**config.mk**
```make
export PLATFORM = sky130hd
export DESIGN_NAME = pip_back
export DESIGN_NICKNAME = d
export VERILOG_FILES = /design/src/pip_pkg.sv /design/src/pip_back.sv
export SDC_FILE = /design/constraint.sdc
export NUM_CORES = 2
export LEC_CHECK = 0
export ABC_AREA = 1
export BUFFER_PORTS_ARGS = -buffer_cell sky130_fd_sc_hd__buf_2
export CORE_UTILIZATION = 55
export CTS_BUF_LIST = sky130_fd_sc_hd__clkbuf_2
export DETAILED_ROUTE_END_ITERATION = 16
export GPL_TIMING_DRIVEN = 0
export PLACE_DENSITY_LB_ADDON = 0.1
export SLEW_MARGIN = 15
export SYNTH_ARGS = -nofsm -noshare
export SYNTH_HDL_FRONTEND = slang
export SYNTH_SLANG_ARGS = --single-unit
export TNS_END_PERCENT = 1
```
**constraint.sdc**
```tcl
create_clock -name clk -period 7.44 [get_ports clk]
set_input_delay 0 -clock clk [delete_from_list [all_inputs] [get_ports clk]]
set_output_delay 0 -clock clk [all_outputs]
set_load 0.02 [all_outputs]
```
**src/pip_pkg.sv**
```systemverilog
// Shared types and constants of the point-in-polygon test.
package pip_pkg;

	localparam int MAX_VERTICES_DEF = 64;
	localparam int QUEUE_DEPTH      = 2;

	// One classified request as it waits in the queue.
	typedef struct packed {
		logic               is_query;
		logic signed [15:0] x;
		logic signed [15:0] y;
		logic               restart;
	} item_t;

	// Queue head presented to the back end.
	typedef struct packed {
		logic  valid;
		item_t item;
	} req_t;

	// Back end status toward the front end.
	typedef struct packed {
		logic ready;
		logic walking;
	} sts_t;

endpackage

```
**src/pip_back.sv**
```systemverilog
// Back end: vertex store and the edge walk of a query.
module pip_back #(
	parameter int MAX_VERTICES = pip_pkg::MAX_VERTICES_DEF
) (
	input  logic          clk,
	input  logic          arst_n,
	input  pip_pkg::req_t req,
	output pip_pkg::sts_t sts,
	output logic          done,
	output logic          inside_res,
	output logic [6:0]    vertex_total,
	output logic          dropped_vertices
);
	import pip_pkg::*;

	localparam int AW = (MAX_VERTICES > 1) ? $clog2(MAX_VERTICES) : 1;
	localparam int CW = $clog2(MAX_VERTICES + 1);

	typedef enum logic [2:0] {
		ST_IDLE  = 3'b001,
		ST_WALK  = 3'b010,
		ST_FLUSH = 3'b100
	} back_state_t;

	back_state_t        state_q;
	logic [31:0]        mem [MAX_VERTICES];
	logic [31:0]        rd_data_s1;
	logic [CW-1:0]      count_q;
	logic               ovf_q;
	logic [AW-1:0]      idx_q;
	logic signed [15:0] qx_q;
	logic signed [15:0] qy_q;
	logic               parity_q;
	logic               v_s1;
	logic               first_s1;
	logic               last_s1;
	logic signed [15:0] prev_x_q;
	logic signed [15:0] prev_y_q;
	logic               v_s2;
	logic               last_s2;
	logic               strad_s2;
	logic               dneg_s2;
	logic signed [33:0] lhs_s2;
	logic signed [33:0] rhs_s2;
	logic               done_q;
	logic               inside_q;
	logic [6:0]         total_q;
	logic               drop_q;

	logic               pop;
	logic               pop_vtx;
	logic               pop_qry;
	logic [CW-1:0]      base;
	logic               room;
	logic [CW-1:0]      count_m1;
	logic [AW-1:0]      last_addr;
	logic               rd_en;
	logic [AW-1:0]      rd_addr;
	logic               last_rd;
	logic [CW+6:0]      count_ext;
	logic               empty;
	logic signed [15:0] xi;
	logic signed [15:0] yi;
	logic               straddle;
	logic signed [16:0] d;
	logic signed [16:0] dxq;
	logic signed [16:0] dxj;
	logic signed [16:0] dyq;
	logic signed [33:0] lhs;
	logic signed [33:0] rhs;
	logic               crossing;
	logic               finish;

	assign pop     = req.valid && (state_q == ST_IDLE);
	assign pop_vtx = pop && !req.item.is_query;
	assign pop_qry = pop && req.item.is_query;

	assign base      = req.item.restart ? '0 : count_q;
	assign room      = (base < CW'(MAX_VERTICES));
	assign count_m1  = count_q - 1'b1;
	assign last_addr = count_m1[AW-1:0];
	assign empty     = (count_q == '0);
	assign count_ext = {7'd0, count_q};

	// First read fetches the closing vertex, then vertices in order.
	assign rd_en   = (pop_qry && !empty) || (state_q == ST_WALK);
	assign rd_addr = (state_q == ST_WALK) ? idx_q : last_addr;
	assign last_rd = (state_q == ST_WALK) && (idx_q == last_addr);

	always_ff @(posedge clk) begin
		if (pop_vtx && room) begin
			mem[base[AW-1:0]] <= {req.item.x, req.item.y};
		end
		if (rd_en) begin
			rd_data_s1 <= mem[rd_addr];
		end
	end

	// Edge (i, j): i is the vertex just read, j the one before it.
	always_comb begin
		xi       = rd_data_s1[31:16];
		yi       = rd_data_s1[15:0];
		straddle = ((yi <= qy_q) && (qy_q < prev_y_q)) || ((prev_y_q <= qy_q) && (qy_q < yi));
		d        = 17'(prev_y_q) - 17'(yi);
		dxq      = 17'(qx_q) - 17'(xi);
		dxj      = 17'(prev_x_q) - 17'(xi);
		dyq      = 17'(qy_q) - 17'(yi);
		lhs      = dxq * d;
		rhs      = dxj * dyq;
	end

	assign crossing = v_s2 && strad_s2 && (dneg_s2 ? (lhs_s2 > rhs_s2) : (lhs_s2 < rhs_s2));
	assign finish   = (state_q == ST_FLUSH) && v_s2 && last_s2;

	always_ff @(posedge clk) begin
		if (pop_qry) begin
			qx_q <= req.item.x;
			qy_q <= req.item.y;
		end
		if (v_s1) begin
			prev_x_q <= xi;
			prev_y_q <= yi;
		end
		strad_s2 <= straddle;
		dneg_s2  <= d[16];
		lhs_s2   <= lhs;
		rhs_s2   <= rhs;
		if (pop_qry) begin
			total_q <= count_ext[6:0];
			drop_q  <= ovf_q;
		end
		if (pop_qry && empty) begin
			inside_q <= 1'b0;
		end else if (finish) begin
			inside_q <= parity_q ^ crossing;
		end
	end

	always_ff @(posedge clk or negedge arst_n) begin
		if (!arst_n) begin
			state_q  <= ST_IDLE;
			count_q  <= '0;
			ovf_q    <= 1'b0;
			idx_q    <= '0;
			parity_q <= 1'b0;
			v_s1     <= 1'b0;
			first_s1 <= 1'b0;
			last_s1  <= 1'b0;
			v_s2     <= 1'b0;
			last_s2  <= 1'b0;
			done_q   <= 1'b0;
		end else begin
			v_s1     <= rd_en;
			first_s1 <= (state_q == ST_IDLE);
			last_s1  <= last_rd;
			v_s2     <= v_s1 && !first_s1;
			last_s2  <= v_s1 && last_s1;
			done_q   <= 1'b0;
			if (crossing) begin
				parity_q <= ~parity_q;
			end
			unique case (state_q)
				ST_IDLE: begin
					if (pop_vtx) begin
						if (req.item.restart) begin
							ovf_q <= 1'b0;
						end
						if (room) begin
							count_q <= base + 1'b1;
						end else begin
							ovf_q <= 1'b1;
						end
					end else if (pop_qry) begin
						parity_q <= 1'b0;
						idx_q    <= '0;
						if (empty) begin
							done_q <= 1'b1;
						end else begin
							state_q <= ST_WALK;
						end
					end
				end
				ST_WALK: begin
					idx_q <= idx_q + 1'b1;
					if (last_rd) begin
						state_q <= ST_FLUSH;
					end
				end
				ST_FLUSH: begin
					if (finish) begin
						done_q  <= 1'b1;
						state_q <= ST_IDLE;
					end
				end
				default: begin
					state_q <= ST_IDLE;
				end
			endcase
		end
	end

	assign sts.ready        = (state_q == ST_IDLE);
	assign sts.walking      = (state_q != ST_IDLE);
	assign done             = done_q;
	assign inside_res       = inside_q;
	assign vertex_total     = total_q;
	assign dropped_vertices = drop_q;

endmodule

```
Yosys cells after proc, flatten, opt, wreduce, memory -nomap -nowiden
Memory sizes are Yosys's and may differ from the RTL's. A register that Yosys moved wholly into a read port is not among the register bits.
Cells that the tools add are included.

storage, ports and cells
  input port bits = 37
  memories kept = 1
  register bits = 167
  output and inout bits = 12
  logic and storage cells = 103
  RAM bits = 2048

memories
  name  words  width  read ports  clocked after memory_dff  wr ports  RTL line        source
  mem   64     32     1           1                         1         pip_back.sv:26  logic [31:0] mem [MAX_VERTICES];

cells by class
  eq/ne operators = 11
  add/subtract/negate cells = 7
  bitwise gates (word level) = 2
  multipliers = 2
  reductions and logical operators = 26
  magnitude comparators = 7
  multiplexer cells = 25

operators with widths
  kind                                                                count
  17-bit by 17-bit multiplier with 34-bit output                      2
  16-bit by 16-bit subtractor with 17-bit output                      4
  34-bit > comparator                                                 1
  34-bit < comparator                                                 1
  16-bit <= comparator                                                2
  16-bit < comparator                                                 2
  6-bit 2-to-1 mux                                                    3
  1-bit logical AND                                                   15
  3-bit 2-to-1 mux                                                    5
  1-bit 2-to-1 mux                                                    13
  6-bit case mux with 2 select lines                                  1
  2-bit != test, second input constant                                5
  3-bit case mux with 3 select lines                                  1
  3-bit AND reduction                                                 3
  7-bit by 1-bit adder with 7-bit output, second input constant       1
  7-bit logical NOT                                                   1
  7-bit < comparator, second input constant                           1
  7-bit 2-to-1 mux                                                    1
  6-bit by 1-bit adder with 6-bit output, second input constant       1
  6-bit == test                                                       1
  6-bit by 1-bit subtractor with 6-bit output, second input constant  1
  5-bit AND reduction                                                 1
  3-bit by 1-bit == test with 1-bit output, second input constant     1
  3-bit by 2-bit == test with 1-bit output, second input constant     1
  9 further kinds                                                     12

Depth between registers and ports, before layout
  depth after elaboration = 7
  depth in mapped cells = 40
  gate-level depth less buffers = 39

Least setup slack after synthesis
Ideal clock, no wire load.

  path type = flip-flop to flip-flop
  from = register qx_q[0]
  to = register lhs_s2[30]
  required time = 7317 ps
  setup slack = 264 ps
  buffers on the path = 1
  clock period less this slack = 7176 ps
  stages on the path, launching flop included = 32
  library setup time = 123 ps
  arrival = 7052 ps
  path through = edfxtp_1 inv_1 ha_1 inv_1 fa_1 nand3_1 nand2_1 nand2_1 o211ai_1 a31oi_1 o21ai_1 a21oi_1 nand2_1 nand2_1 inv_1 buf_2 nor2_1 fa_1 fa_1 fa_1 fa_1 fa_1 fa_1 ha_1 nand2_1 nor4_1 nand2_1 o211ai_1 nand3_1 nand2_1 a21oi_1 xor2_1

between the ends
  longest elaborated chain between the ends = 2

ends and longest elaborated chain
  item                                            RTL line         source
  start: declaration                              pip_back.sv:31   logic signed [15:0] qx_q;
  start signal: assignment                        pip_back.sv:117  qx_q <= req.item.x;
  16-bit by 16-bit subtractor with 17-bit output  pip_back.sv:105  dxq = 17'(qx_q) - 17'(xi);
  17-bit by 17-bit multiplier with 34-bit output  pip_back.sv:108  lhs = dxq * d;
  named net lhs[30]                               pip_back.sv:69   logic signed [33:0] lhs;
  end signal: assignment                          pip_back.sv:126  lhs_s2 <= lhs;
  end: declaration                                pip_back.sv:43   logic signed [33:0] lhs_s2;

The timed path passes the listed nets, and every way through them passes these cells.
A chain may end at the register's enable or synchronous reset.

Worst setup path in the final report
  from = register rd_data_s1[0] (read register of mem)
  to = register rhs_s2[30]

between the ends
  longest elaborated chain between the ends = 2

ends and longest elaborated chain
  item                                            RTL line         source
  start: declaration                              pip_back.sv:27   logic [31:0] rd_data_s1;
  16-bit by 16-bit subtractor with 17-bit output  pip_back.sv:107  dyq = 17'(qy_q) - 17'(yi);
  17-bit by 17-bit multiplier with 34-bit output  pip_back.sv:109  rhs = dxj * dyq;
  named net rhs[30]                               pip_back.sv:70   logic signed [33:0] rhs;
  end signal: assignment                          pip_back.sv:127  rhs_s2 <= rhs;
  end: declaration                                pip_back.sv:44   logic signed [33:0] rhs_s2;

The timed path passes the listed nets, and every way through them passes these cells.

==> summary.md <==
| Metric | Value |
|---|---|
| Delay of the slowest cell on the worst path | approximately 0.56 ns |
| GRT met2 Usage | 0.640 |
| Data arrival time at the worst-slack endpoint | 9.43 ns |
| Total number of clock tree sinks | between 2000 and 2500 |
| GR Util met3 | 0.135 |
| Minimum setup slack among reg-to-reg paths | -0.18 ns |
| Cell at the slowest stage of the critical path | sky130_fd_sc_hd__edfxtp_1 |
| TritonRoute pass-1 iters | 9 |
| Critical-path maximum fanout | 5 |
| Fin crit period | 7.62 ns |
| Cell depth of the worst setup path | 30 |
| Fraction of the cycle the final worst path needs | 1.02 |
| Smallest setup slack after layout | -0.183 ns |
| Path type of the worst setup path | register to register |
| Grt peak-use layer | met2 |
| Path category of the worst min-delay check | primary input to register |
| # setup viols final | 15 |
| Total Nets Final | 11550 |
| Synth Area in Simple Gates | 0.103 |
| Post-synth EDFFs | about 2200 |
| Number of levels in the clock H-tree | 6 |
| Most repeated cell in the gate-level netlist after synthesis | sky130_fd_sc_hd__edfxtp_1 |
| Hold path start | req[16] |
| Compound-cell area share of the yosys netlist | 0.107 |
| Antenna violations before repair | 37 |
| Clock slew at the register clock pins of the worst setup and hold paths | approximately 0.11 ns |
| TritonCTS clock tree | built |
| Die area | 0.207 mm^2 |
| Post-synth top cells | 2152 x sky130_fd_sc_hd__edfxtp_1, 1475 x sky130_fd_sc_hd__nor2_1, 911 x sky130_fd_sc_hd__inv_1, 842 x sky130_fd_sc_hd__nand2_1, 777 x sky130_fd_sc_hd__o21ai_0 |
| Number of maximum-capacitance constraint violations | 0 |
| Number of fill cells in the layout | approximately 16000 |
| Syn avg cell area | about 12 um^2 |
| IO Count | 49 |
| Die width | 455 um |
| Overall die height | roughly 450 um |
| Fin. Hold Viols | 2 |
| Seq. cell area | around 0.067 mm^2 |
| Core footprint | between 0.2 and 0.25 mm^2 |
| Wire length of the first global-routing pass | 607000 um |
| Ys flop type | sky130_fd_sc_hd__edfxtp_1 |
| Reg-to-reg startpoint | rd_data_s1[0] |
| Worst-Skew Late Latency | ~2.2 ns |
| Largest family of logic cells by synthesized area | adder cells |
| Area growth from synthesis to layout | 15.7% |
| Flip-flop and latch count after synthesis | roughly 2200 |
| DRC | 0 |
| Fraction of registers with async set or reset after synthesis | 0.0107 |
| Post-route non-filler standard cell count | about 14000 |
| Cell at the root of the clock tree | sky130_fd_sc_hd__clkbuf_2 |
| Type of origin of the critical path | register |
| Total via count in the routed design | slightly below 90000 |
| Ratio of cells with drive above 1 in the final layout | 0.181 |
| Portion of netlist area occupied by mux cells | 0 |
| Cell count of the worst reg-to-reg path | 30 |
| Routed wirelength normalized by instance count | 32.2 um |
| DRC marker count from the first detailed-route iteration | 12530 |
| Status | complete, but fails checks |
| Number of global-route vias before repair | around 84000 |
| Cell seen most often among critical-path stages | sky130_fd_sc_hd__fa_1 |
| Final max-slew violation count | 0 |
| Worst reg2reg endpoint | rhs_s2[30] |
| Clock buffer count from CTS | about 590 |
| Post-Place Setup Slack | -1.69 ns |
| Synthesized instance count | ~9500 |
| Routability Congestion | between 1 and 1.5 |
| Met1 global-route usage | 0.516 |
| Critical path endpoint category | register |
| Sum of negative setup slack | -1.63 ns |
| Worst-margin pin slew | 1.44 ns |
| Netlist area before placement | 0.113 mm^2 |
| Total overflow reported by the global router | 0 |
| Critical path capture point | rhs_s2[30] |
| Biggest area contributors in the synthesized netlist | sky130_fd_sc_hd__edfxtp_1 57%, sky130_fd_sc_hd__fa_1 11%, sky130_fd_sc_hd__nor2_1 4.9% |
| Headroom to the max-slew limit | 0.0369 |
| Critical path startpoint | rd_data_s1[0] |
| Post-detailed-routing wire length | 442000 um |
| Worst setup skew after layout | about 0.31 ns |
| Top delay family on crit path | adder cells |
| Num rows | 165 |
| Share of Yosys cell area claimed by the top area cell type | 0.574 |
| Estimated wirelength of the detail-placed design | about 310000 um |
| Via count normalized by instance count | about 6.3 |
| Distinct cells, synth | 52 |
| Fmax | between 100 and 150 MHz |
| Required time of the critical path | between 9 and 10 ns |
| Nets in the synthesized netlist | 10464 |
| RSZ-0062 raised after global routing | yes |
| Cells after DPL | around 12000 |
| Tightest hold margin | -0.0141 ns |
| Synthesis Warnings | 0 |
| Overall fraction of global-route tracks in use | 0.426 |
| Initial Utilization | 0.556 |
| Xor-xnor portion of the synthesized cell area | 0.0100 |
| Total of buffers placed on input and output ports | 48 |
| Clock buffer depth | 4 |
| Multi-input gate area | around 0.043 mm^2 |
| Antenna Nets Post-Route | 0 |
| Sequential area share after synthesis | 0.592 |
| Maximum number of pins on one net before global-route repair | 66 |
| Post-synthesis share of cell area spent on full adders, half adders and majority gates | 0.138 |
| Library cell occupying the most area in the post-synthesis netlist | sky130_fd_sc_hd__edfxtp_1 |
| Violations in the final reports | hold timing, setup timing |
| Buffers plus inverters on the worst setup path | 6 |
registers in the layout, indices dropped and copies added (netlist names), 3 cells and up:
| signal | flops |
|---|---|
| count_q | 7 |
| idx_q | 6 |
| lhs_s2 | 34 |
| mem | 2048 |
| prev_x_q | 16 |
| prev_y_q | 16 |
| qx_q | 16 |
| qy_q | 16 |
| rd_data_s1 | 32 |
| rhs_s2 | 34 |
| state_q | 3 |
| vertex_total | 7 |
stage by stage:
step | util | cell area (um^2)
finish | 0.643 | 130000
global route | 0.643 | 130000
CTS | 0.639 | 130000
detailed placement | 0.595 | 121000
global placement | 0.573 | 116000
floorplan | - | 113000
final cells by class:
cell class,instances,area share
antenna,20,0.000384
buffer,497,0.0182
clock buffer,848,0.0326
clock inverter,119,0.00658
inverter,931,0.0270
multi-input combinational,5869,0.326
sequential,2247,0.511
tap,2672,0.0256
timing repair buffer,496,0.0521
worst min-delay path by stage:
stage | to | cells after the start
after floorplan | count_q[0] | 0
after global placement | done | 1
after detailed placement | done | 1
after CTS | mem[31][9] | 5
after global routing | mem[43][15] | 5
final | mem[32][15] | 5
cell usage in the layout (no fill, tap or decap), types with 64 or more instances in the layout:
master	count
sky130_fd_sc_hd__a21oi_1	118
sky130_fd_sc_hd__buf_12	104
sky130_fd_sc_hd__buf_16	74
sky130_fd_sc_hd__buf_2	147
sky130_fd_sc_hd__buf_4	164
sky130_fd_sc_hd__clkbuf_1	290
sky130_fd_sc_hd__clkbuf_2	857
sky130_fd_sc_hd__clkinv_1	76
sky130_fd_sc_hd__dfxtp_1	71
sky130_fd_sc_hd__dlygate4sd3_1	125
sky130_fd_sc_hd__edfxtp_1	2152
sky130_fd_sc_hd__fa_1	574
sky130_fd_sc_hd__ha_1	245
sky130_fd_sc_hd__inv_1	881
sky130_fd_sc_hd__nand2_1	806
sky130_fd_sc_hd__nand3_1	268
sky130_fd_sc_hd__nor2_1	1402
sky130_fd_sc_hd__nor2_4	64
sky130_fd_sc_hd__o211ai_1	669
sky130_fd_sc_hd__o21ai_0	761
sky130_fd_sc_hd__o21ai_1	303
sky130_fd_sc_hd__or2_2	175
tightest hold or removal path: cells and delay by family:
kind	cells	cell delay (ns)
buffers and inverters	5	1.95
timing repair:
| item | CTS | global route |
|---|---|---|
| setup endpoints to repair | 42 | 35 |
| buffers inserted | 82 | 26 |
| pin swaps | 73 | 54 |
| gates resized for setup | 340 | 115 |
| hold endpoints to repair | 4166 | 0 |
| hold buffers | 151 | 0 |
cells by family (layout without fill, tap and decap cells):
logic type,Yosys count,in the layout
AO/OA/AOI/OAI,2024,2024
XOR/XNOR,128,128
adder cells (fa/ha/maj),883,883
buffers and inverters,1428,2891
flip-flops,2247,2247
other,0,20
AND/OR/NAND/NOR,2834,2834
layer usage:
layer  vias up  share of wire
li1      35732              -
met1     42325           0.33
met2      6941           0.44
met3      1763           0.14
met4        32          0.089
met5         -        0.00071
Power is not shown: default switching activity piles up to over one toggle a cycle in this logic, so the estimate is an artifact.
